### config.mk
export PLATFORM = sky130hd
export DESIGN_NAME = id_key_hash_engine_flat
export DESIGN_NICKNAME = d
export VERILOG_FILES = /design/src/idkh_pkg.sv /design/src/idkh_if.sv /design/src/idkh_mul_unit.sv /design/src/id_key_hash_engine.sv /design/src/flat_wrapper.sv
export SDC_FILE = /design/constraint.sdc
export NUM_CORES = 2
export LEC_CHECK = 0
export ABC_AREA = 1
export BUFFER_PORTS_ARGS = -buffer_cell sky130_fd_sc_hd__buf_2
export CORE_UTILIZATION = 58
export CTS_CLUSTER_SIZE = 24
export DETAILED_ROUTE_END_ITERATION = 10
export GPL_TIMING_DRIVEN = 0
export PLACE_DENSITY = 0.79
export SYNTH_ARGS = -nofsm -noshare
export SYNTH_HDL_FRONTEND = slang
export SYNTH_SLANG_ARGS = --single-unit
### constraint.sdc
create_clock -name clk -period 8.4 [get_ports clk]
set_input_delay 0.42 -clock clk [delete_from_list [all_inputs] [get_ports clk]]
set_output_delay 0.42 -clock clk [all_outputs]
set_load 0.01 [all_outputs]
### src/idkh_pkg.sv
// Shared types, constants and helpers for the identifier key hash engine.
// Used by the multiplier unit and the top level.
`default_nettype none

package idkh_pkg;

    localparam int LENGTH_BITS = 16;

    localparam logic [31:0] SEED_W32   = 32'h5d65b59e;
    localparam logic [31:0] SEED_W64   = 32'h1f123bb5;
    localparam logic [31:0] SEED_PTR   = 32'hbeef31c7;
    localparam logic [31:0] SEED_BYTES = 32'h6a09e667;
    localparam logic [31:0] GOLDEN     = 32'h9e3779b9;
    localparam logic [31:0] FNV_PRIME  = 32'h01000193;
    localparam logic [31:0] FMIX_C1    = 32'h85ebca6b;
    localparam logic [31:0] FMIX_C2    = 32'hc2b2ae35;

    typedef enum logic [2:0] {
        CMD_EMPTY   = 3'd0,
        CMD_WORD32  = 3'd1,
        CMD_WORD64  = 3'd2,
        CMD_POINTER = 3'd3,
        CMD_BEGIN   = 3'd4,
        CMD_BYTE    = 3'd5
    } cmd_t;

    typedef struct packed {
        logic        en;
        logic [31:0] a;
        logic [31:0] b;
    } mul_req_t;

    function automatic logic [LENGTH_BITS-1:0] len_from_count(input logic [15:0] count);
        logic [LENGTH_BITS+15:0] wide;
        wide = {{LENGTH_BITS{1'b0}}, count};
        return wide[LENGTH_BITS-1:0];
    endfunction

    function automatic logic [31:0] fold64(input logic [63:0] v);
        return v[31:0] ^ v[63:32];
    endfunction

endpackage

`default_nettype wire

### src/idkh_if.sv
// Valid/ready channel interfaces for key beats and hash beats.
// Depends on nothing but the widths of the key and hash fields.
`default_nettype none

interface idkh_key_if;
    logic        valid;
    logic        ready;
    logic [2:0]  command;
    logic [63:0] word_value;
    logic [15:0] byte_count;
    logic [7:0]  data_byte;

    modport source (output valid, command, word_value, byte_count, data_byte, input ready);
    modport sink (input valid, command, word_value, byte_count, data_byte, output ready);
endinterface

interface idkh_hash_if;
    logic        valid;
    logic        ready;
    logic [31:0] hash_value;

    modport source (output valid, hash_value, input ready);
    modport sink (input valid, hash_value, output ready);
endinterface

`default_nettype wire

### src/idkh_mul_unit.sv
// Shared 32 by 32 multiplier keeping the low product word in a register.
// Depends on idkh_pkg for the request struct.
`default_nettype none

module idkh_mul_unit (
    input  wire logic              clk,
    input  wire idkh_pkg::mul_req_t req,
    output logic [31:0]            product
);

    logic [31:0] low_product;
    logic [31:0] product_reg;

    assign low_product = req.a * req.b;
    assign product     = product_reg;

    always_ff @(posedge clk)
    begin
        if (req.en)
        begin
            product_reg <= low_product;
        end
    end

endmodule

`default_nettype wire

### src/id_key_hash_engine.sv
// Identifier key hash engine: sequencer around one shared multiplier unit.
// Depends on idkh_pkg, idkh_if and idkh_mul_unit.
// Word keys run S_GOLD, S_FMIX1, S_FMIX2 and S_FIN; an empty key goes straight to S_FIN.
// A zero-length begin runs S_FMIX1, S_FMIX2, S_FIN; a byte runs S_FNV and S_FNV_WB, then the last one the fmix states.
// A stalled hash output holds the sequencer in its final state.
// Reset clears the sequencer, the open string and the output; pointer_is_wide resets to 1.
`default_nettype none

module id_key_hash_engine (
    input  wire logic  clk,
    input  wire logic  rst_n,
    idkh_key_if.sink   key_in,
    idkh_hash_if.source hash_out,
    input  wire logic  cfg_write_en,
    input  wire logic  cfg_write_data
);

    localparam int LB = idkh_pkg::LENGTH_BITS;

    typedef enum logic [2:0] {
        S_IDLE,
        S_GOLD,
        S_FMIX1,
        S_FMIX2,
        S_FIN,
        S_FNV,
        S_FNV_WB
    } state_t;

    state_t            state_reg, state_next;
    logic              pointer_is_wide_reg;
    logic [31:0]       acc_reg, acc_next;
    logic [31:0]       seed_reg, seed_next;
    logic [31:0]       running_hash_reg, running_hash_next;
    logic [LB-1:0]     bytes_left_reg, bytes_left_next;
    logic              string_open_reg, string_open_next;
    logic              from_string_reg, from_string_next;
    logic              zero_reg, zero_next;
    logic              out_valid_reg, out_valid_next;
    logic [31:0]       out_hash_reg, out_hash_next;

    idkh_pkg::mul_req_t mul_req;
    logic [31:0]        product;
    logic [31:0]        fmix_in;
    logic [31:0]        step1;
    logic [LB-1:0]      len;
    logic               accept;
    idkh_pkg::cmd_t     cmd;

    idkh_mul_unit u_mul (
        .clk     (clk),
        .req     (mul_req),
        .product (product)
    );

    assign key_in.ready        = (state_reg == S_IDLE);
    assign accept              = key_in.valid && key_in.ready;
    assign cmd                 = idkh_pkg::cmd_t'(key_in.command);
    assign len                 = idkh_pkg::len_from_count(key_in.byte_count);
    assign hash_out.valid      = out_valid_reg;
    assign hash_out.hash_value = out_hash_reg;

    assign fmix_in = from_string_reg ? running_hash_reg : (product ^ seed_reg);
    assign step1   = fmix_in ^ (fmix_in >> 16);

    always_comb
    begin
        state_next        = state_reg;
        acc_next          = acc_reg;
        seed_next         = seed_reg;
        running_hash_next = running_hash_reg;
        bytes_left_next   = bytes_left_reg;
        string_open_next  = string_open_reg;
        from_string_next  = from_string_reg;
        zero_next         = zero_reg;
        out_valid_next    = out_valid_reg && !hash_out.ready;
        out_hash_next     = out_hash_reg;
        mul_req.en        = 1'b0;
        mul_req.a         = acc_reg;
        mul_req.b         = idkh_pkg::GOLDEN;

        unique case (state_reg)
            S_IDLE:
            begin
                if (accept)
                begin
                    unique case (cmd)
                        idkh_pkg::CMD_EMPTY:
                        begin
                            zero_next  = 1'b1;
                            state_next = S_FIN;
                        end
                        idkh_pkg::CMD_WORD32:
                        begin
                            acc_next         = key_in.word_value[31:0];
                            seed_next        = idkh_pkg::SEED_W32;
                            zero_next        = 1'b0;
                            from_string_next = 1'b0;
                            state_next       = S_GOLD;
                        end
                        idkh_pkg::CMD_WORD64:
                        begin
                            acc_next         = idkh_pkg::fold64(key_in.word_value);
                            seed_next        = idkh_pkg::SEED_W64;
                            zero_next        = 1'b0;
                            from_string_next = 1'b0;
                            state_next       = S_GOLD;
                        end
                        idkh_pkg::CMD_POINTER:
                        begin
                            acc_next         = pointer_is_wide_reg
                                             ? idkh_pkg::fold64(key_in.word_value)
                                             : key_in.word_value[31:0];
                            seed_next        = idkh_pkg::SEED_PTR;
                            zero_next        = 1'b0;
                            from_string_next = 1'b0;
                            state_next       = S_GOLD;
                        end
                        idkh_pkg::CMD_BEGIN:
                        begin
                            running_hash_next = idkh_pkg::SEED_BYTES ^ {{(32-LB){1'b0}}, len};
                            bytes_left_next   = len;
                            if (len == '0)
                            begin
                                string_open_next = 1'b0;
                                from_string_next = 1'b1;
                                zero_next        = 1'b0;
                                state_next       = S_FMIX1;
                            end
                            else
                            begin
                                string_open_next = 1'b1;
                            end
                        end
                        idkh_pkg::CMD_BYTE:
                        begin
                            if (string_open_reg)
                            begin
                                acc_next   = {24'd0, key_in.data_byte};
                                state_next = S_FNV;
                            end
                        end
                        default:
                        begin
                            state_next = S_IDLE;
                        end
                    endcase
                end
            end
            S_GOLD:
            begin
                mul_req.en = 1'b1;
                mul_req.a  = acc_reg;
                mul_req.b  = idkh_pkg::GOLDEN;
                state_next = S_FMIX1;
            end
            S_FMIX1:
            begin
                mul_req.en = 1'b1;
                mul_req.a  = step1;
                mul_req.b  = idkh_pkg::FMIX_C1;
                state_next = S_FMIX2;
            end
            S_FMIX2:
            begin
                mul_req.en = 1'b1;
                mul_req.a  = product ^ (product >> 13);
                mul_req.b  = idkh_pkg::FMIX_C2;
                state_next = S_FIN;
            end
            S_FIN:
            begin
                if (!out_valid_reg || hash_out.ready)
                begin
                    out_valid_next = 1'b1;
                    out_hash_next  = zero_reg ? 32'd0 : (product ^ (product >> 16));
                    state_next     = S_IDLE;
                end
            end
            S_FNV:
            begin
                mul_req.en = 1'b1;
                mul_req.a  = running_hash_reg ^ acc_reg;
                mul_req.b  = idkh_pkg::FNV_PRIME;
                state_next = S_FNV_WB;
            end
            S_FNV_WB:
            begin
                running_hash_next = product;
                bytes_left_next   = bytes_left_reg - LB'(1);
                if (bytes_left_reg == LB'(1))
                begin
                    string_open_next = 1'b0;
                    from_string_next = 1'b1;
                    zero_next        = 1'b0;
                    state_next       = S_FMIX1;
                end
                else
                begin
                    state_next = S_IDLE;
                end
            end
            default:
            begin
                state_next = S_IDLE;
            end
        endcase
    end

    always_ff @(posedge clk or negedge rst_n)
    begin
        if (!rst_n)
        begin
            state_reg           <= S_IDLE;
            pointer_is_wide_reg <= 1'b1;
            acc_reg             <= '0;
            seed_reg            <= '0;
            running_hash_reg    <= '0;
            bytes_left_reg      <= '0;
            string_open_reg     <= 1'b0;
            from_string_reg     <= 1'b0;
            zero_reg            <= 1'b0;
            out_valid_reg       <= 1'b0;
            out_hash_reg        <= '0;
        end
        else
        begin
            state_reg        <= state_next;
            acc_reg          <= acc_next;
            seed_reg         <= seed_next;
            running_hash_reg <= running_hash_next;
            bytes_left_reg   <= bytes_left_next;
            string_open_reg  <= string_open_next;
            from_string_reg  <= from_string_next;
            zero_reg         <= zero_next;
            out_valid_reg    <= out_valid_next;
            out_hash_reg     <= out_hash_next;
            if (cfg_write_en)
            begin
                pointer_is_wide_reg <= cfg_write_data;
            end
        end
    end

    // An open string always has bytes outstanding.
    a_open_has_bytes: assert property (@(posedge clk) disable iff (!rst_n)
        string_open_reg |-> (bytes_left_reg != '0))
        else $error("open string with no bytes left");

    a_fin_loads_out: assert property (@(posedge clk) disable iff (!rst_n)
        (state_reg == S_FIN && (!out_valid_reg || hash_out.ready)) |=> out_valid_reg)
        else $error("finished hash not presented");

    a_word_starts_mul: assert property (@(posedge clk) disable iff (!rst_n)
        (accept && (cmd == idkh_pkg::CMD_WORD32 || cmd == idkh_pkg::CMD_WORD64
                    || cmd == idkh_pkg::CMD_POINTER)) |=> (state_reg == S_GOLD))
        else $error("word key did not start the golden multiply");

    a_zero_len_closes: assert property (@(posedge clk) disable iff (!rst_n)
        (accept && cmd == idkh_pkg::CMD_BEGIN && len == '0)
        |=> (state_reg == S_FMIX1 && !string_open_reg && from_string_reg))
        else $error("zero-length string not finished at once");

    a_last_byte_finishes: assert property (@(posedge clk) disable iff (!rst_n)
        (state_reg == S_FNV_WB && bytes_left_reg == LB'(1)) |=> !string_open_reg)
        else $error("string left open after its last byte");

endmodule

`default_nettype wire
### src/flat_wrapper.sv
// flat-port wrapper written by rule: the top's interface ports become plain ports
module id_key_hash_engine_flat 
  (clk, rst_n, cfg_write_en, cfg_write_data, key_in_valid, key_in_command, key_in_word_value, key_in_byte_count, key_in_data_byte, key_in_ready, hash_out_valid, hash_out_hash_value, hash_out_ready);
  idkh_key_if key_in_i ();
  idkh_hash_if hash_out_i ();
  input  wire logic clk;
  input  wire logic rst_n;
  input  wire logic cfg_write_en;
  input  wire logic cfg_write_data;
  input wire logic [$bits(key_in_i.valid)-1:0] key_in_valid;
  input wire logic [$bits(key_in_i.command)-1:0] key_in_command;
  input wire logic [$bits(key_in_i.word_value)-1:0] key_in_word_value;
  input wire logic [$bits(key_in_i.byte_count)-1:0] key_in_byte_count;
  input wire logic [$bits(key_in_i.data_byte)-1:0] key_in_data_byte;
  output wire logic [$bits(key_in_i.ready)-1:0] key_in_ready;
  output wire logic [$bits(hash_out_i.valid)-1:0] hash_out_valid;
  output wire logic [$bits(hash_out_i.hash_value)-1:0] hash_out_hash_value;
  input wire logic [$bits(hash_out_i.ready)-1:0] hash_out_ready;
  assign key_in_i.valid = key_in_valid;
  assign key_in_i.command = key_in_command;
  assign key_in_i.word_value = key_in_word_value;
  assign key_in_i.byte_count = key_in_byte_count;
  assign key_in_i.data_byte = key_in_data_byte;
  assign key_in_ready = key_in_i.ready;
  assign hash_out_valid = hash_out_i.valid;
  assign hash_out_hash_value = hash_out_i.hash_value;
  assign hash_out_i.ready = hash_out_ready;
  id_key_hash_engine u_core (.clk(clk), .rst_n(rst_n), .key_in(key_in_i), .hash_out(hash_out_i), .cfg_write_en(cfg_write_en), .cfg_write_data(cfg_write_data));
endmodule
==> impl_metrics.env <==
export IMPL_crit_path_end_kind="flip-flop"
export IMPL_cp_start_kind="flip-flop"
export IMPL_antenna_cells=0
export IMPL_synthesis_instances=3014
export IMPL_critPathSlowestCell="fa_2"
export IMPL_layout_commonest_cell="inv_1"
export IMPL_fin_hold_ws_ps=145
export IMPL_cts_sinks=159
export IMPL_syn_num_nets=3641
export IMPL_grt_antenna_before_repair=1
export IMPL_clock_latency_ps=460
export IMPL_grt_pass1_vias=22100
export IMPL_finClkSkew_ps=18.6
export IMPL_slew_viol_final=0
export IMPL_first_pass_iters=8
export IMPL_coreArea_mm2=0.0410
export IMPL_synth_ff_type="dfrtp_1"
export IMPL_drv_cap=0
export IMPL_avgSynthCellArea_um2=8.03
export IMPL_die_x_um=206
export IMPL_instances_no_fill=3804
export IMPL_via_count=22300
export IMPL_tightest_slew_ps=1050
export IMPL_area_delta_synth_final_pct=15.6
export IMPL_hpwl_mm=77.9
export IMPL_cts_tree="built"
export IMPL_overflow=0
export IMPL_ys_seq_elements=159
export IMPL_slew_headroom_pct=29.8
export IMPL_yosys_warnings=0
export IMPL_finalSetupTns_ps=0
export IMPL_ioPinCount=131
export IMPL_rows=74
export IMPL_drc=0
export IMPL_grt_max_degree=80
export IMPL_critPathMostFrequentCell="fa_1"
export IMPL_dieArea_mm2=0.0426
export IMPL_path_class="reg2reg"
export IMPL_gp_congestion=1.09
export IMPL_synth_area_mm2=0.0242
export IMPL_synth_simple_area_share_pct=15.9
export IMPL_fill_cells=3491
export IMPL_numCtsBuffers=17
export IMPL_wirelength_mm=94.8
export IMPL_path_buf_inv=10
export IMPL_via_per_inst=5.87
export IMPL_synth_fa_ha_area_share_pct=39.7
export IMPL_synthXorXnorAreaFrac_pct=3.04
export IMPL_final_cell_mix="773 x inv_1, 500 x nand2_1, 384 x fa_1, 172 x nor2_1, 136 x buf_2"
export IMPL_cp_arrival_ps=8640
export IMPL_finalHoldViolCount=0
export IMPL_pre_cts_ws_ps=-2050
export IMPL_initial_core_util_pct=59.0
export IMPL_grt_pass1_wl_mm=136
export IMPL_first_iter_violations=2637
export IMPL_final_period_utilization_pct=99.9
export IMPL_cts_buffer_depth=2
export IMPL_port_buffers=130
export IMPL_ant_nets=0
export IMPL_critPathTopFamily="adder cells"
export IMPL_final_nets=3886
export IMPL_async_flop_share_pct=79.9
export IMPL_ys_seq_area_share_pct=17.1
export IMPL_fin_ws_ps=7.16
export IMPL_rsz0062_at_grt="yes"
export IMPL_synthMuxAreaShare_pct=0.207
export IMPL_synth_distinct_cells=51
export IMPL_fmax_ghz=0.119
export IMPL_max_stage_delay_ps=690
export IMPL_worstPathRequired_ps=8650
export IMPL_synth_edf_count=32
export IMPL_status="finished, final reports clean"
export IMPL_setup_viol=0
export IMPL_dp_cells=3677
export IMPL_dieHeight_um=206
export IMPL_path_max_fanout=10
export IMPL_min_period_ps=8390
export IMPL_hold_class="in2reg"
export IMPL_drive_above_1_share_pct=15.5
export IMPL_synth_compound_area_share_pct=9.83
export IMPL_grt_total_usage_pct=45.5
export IMPL_htree_levels=4
export IMPL_clkSlewWorstSetupHoldPaths_ps=70
export IMPL_wl_per_cell_um=24.9
export IMPL_synth_top_family_by_area="adder cells"
export IMPL_clock_root_buffer="clkbuf_16"
[kinds of logic after synthesis]
family,Yosys count
buffers and inverters,906
AOI/OAI and AO/OA,411
and+or+nand+nor,919
adders and majority gates,530
xor gates and xnor gates,84
muxes,5
DFF,159
[layer usage]
metal  routed length, um  GRT usage, %
met5                   9             0
met4                8780          34.9
met3               10400          10.0
met2               41600          69.7
met1               34000          56.0
[final timing paths]
kind	start	end	slack, ps	depth (start not counted)
worst max register to register	u_core.state_reg[2]	u_core.u_mul.product[30]	7	30
worst min-delay path	cfg_write_en	u_core.pointer_is_wide_reg	150	2
worst max-delay path	u_core.state_reg[2]	u_core.u_mul.product[30]	7	30
min in group asynchronous	rst_n	u_core.bytes_left_reg[10]	460	2
worst min register to register	u_core.hash_out.hash_value[6]	u_core.hash_out.hash_value[6]	510	1
max in group asynchronous	rst_n	u_core.pointer_is_wide_reg	7150	3
[synth_stat cells, types with 17 or more instances]
cell type	n	area, um2
a21oi_1	88	440
inv_1	796	2990
dfrtp_1	126	3150
edfxtp_1	32	961
xnor2_1	33	289
nor2_1	197	739
a31oi_1	73	457
o211ai_1	17	128
nand2_1	531	1990
buf_2	17	85.1
clkbuf_1	67	251
or2_2	19	119
xor2_1	51	447
ha_1	133	1660
fa_1	397	7950
o22ai_1	28	175
nor3_1	18	90.1
nand3_1	108	541
o21ai_0	143	716
[final cells by class]
cell class / count / area, um2 / share of cell area, %
Multi-Input combinational cell: 1951 / 17500 / 62.4
Clock inverter: 15 / 189 / 0.675
Clock buffer: 17 / 425 / 1.52
Sequential cell: 159 / 4140 / 14.8
Timing Repair Buffer: 234 / 1470 / 5.25
Tap cell: 532 / 666 / 2.38
Buffer: 89 / 563 / 2.01
Inverter: 807 / 3060 / 10.9
[metrics by stage]
step,area [um2],util (%)
2_1_floorplan,24200,-
3_3_place_gp,25500,62.2
4_1_cts,26900,65.7
5_1_grt,28000,68.3
6_report,28000,68.3
3_5_place_dp,25600,62.3
[repair_timing]
item,in CTS,in global routing
setup buffers,25,77
pin swaps,15,48
endpoints found under the setup margin,19,13
gates resized for setup,162,150
hold endpoints to repair,48,0
cloned,2,0
hold buffers,1,0
Power is left out: the tool's default activity adds up to more than one toggle a clock period on the data nets, which glitch-free logic cannot reach.
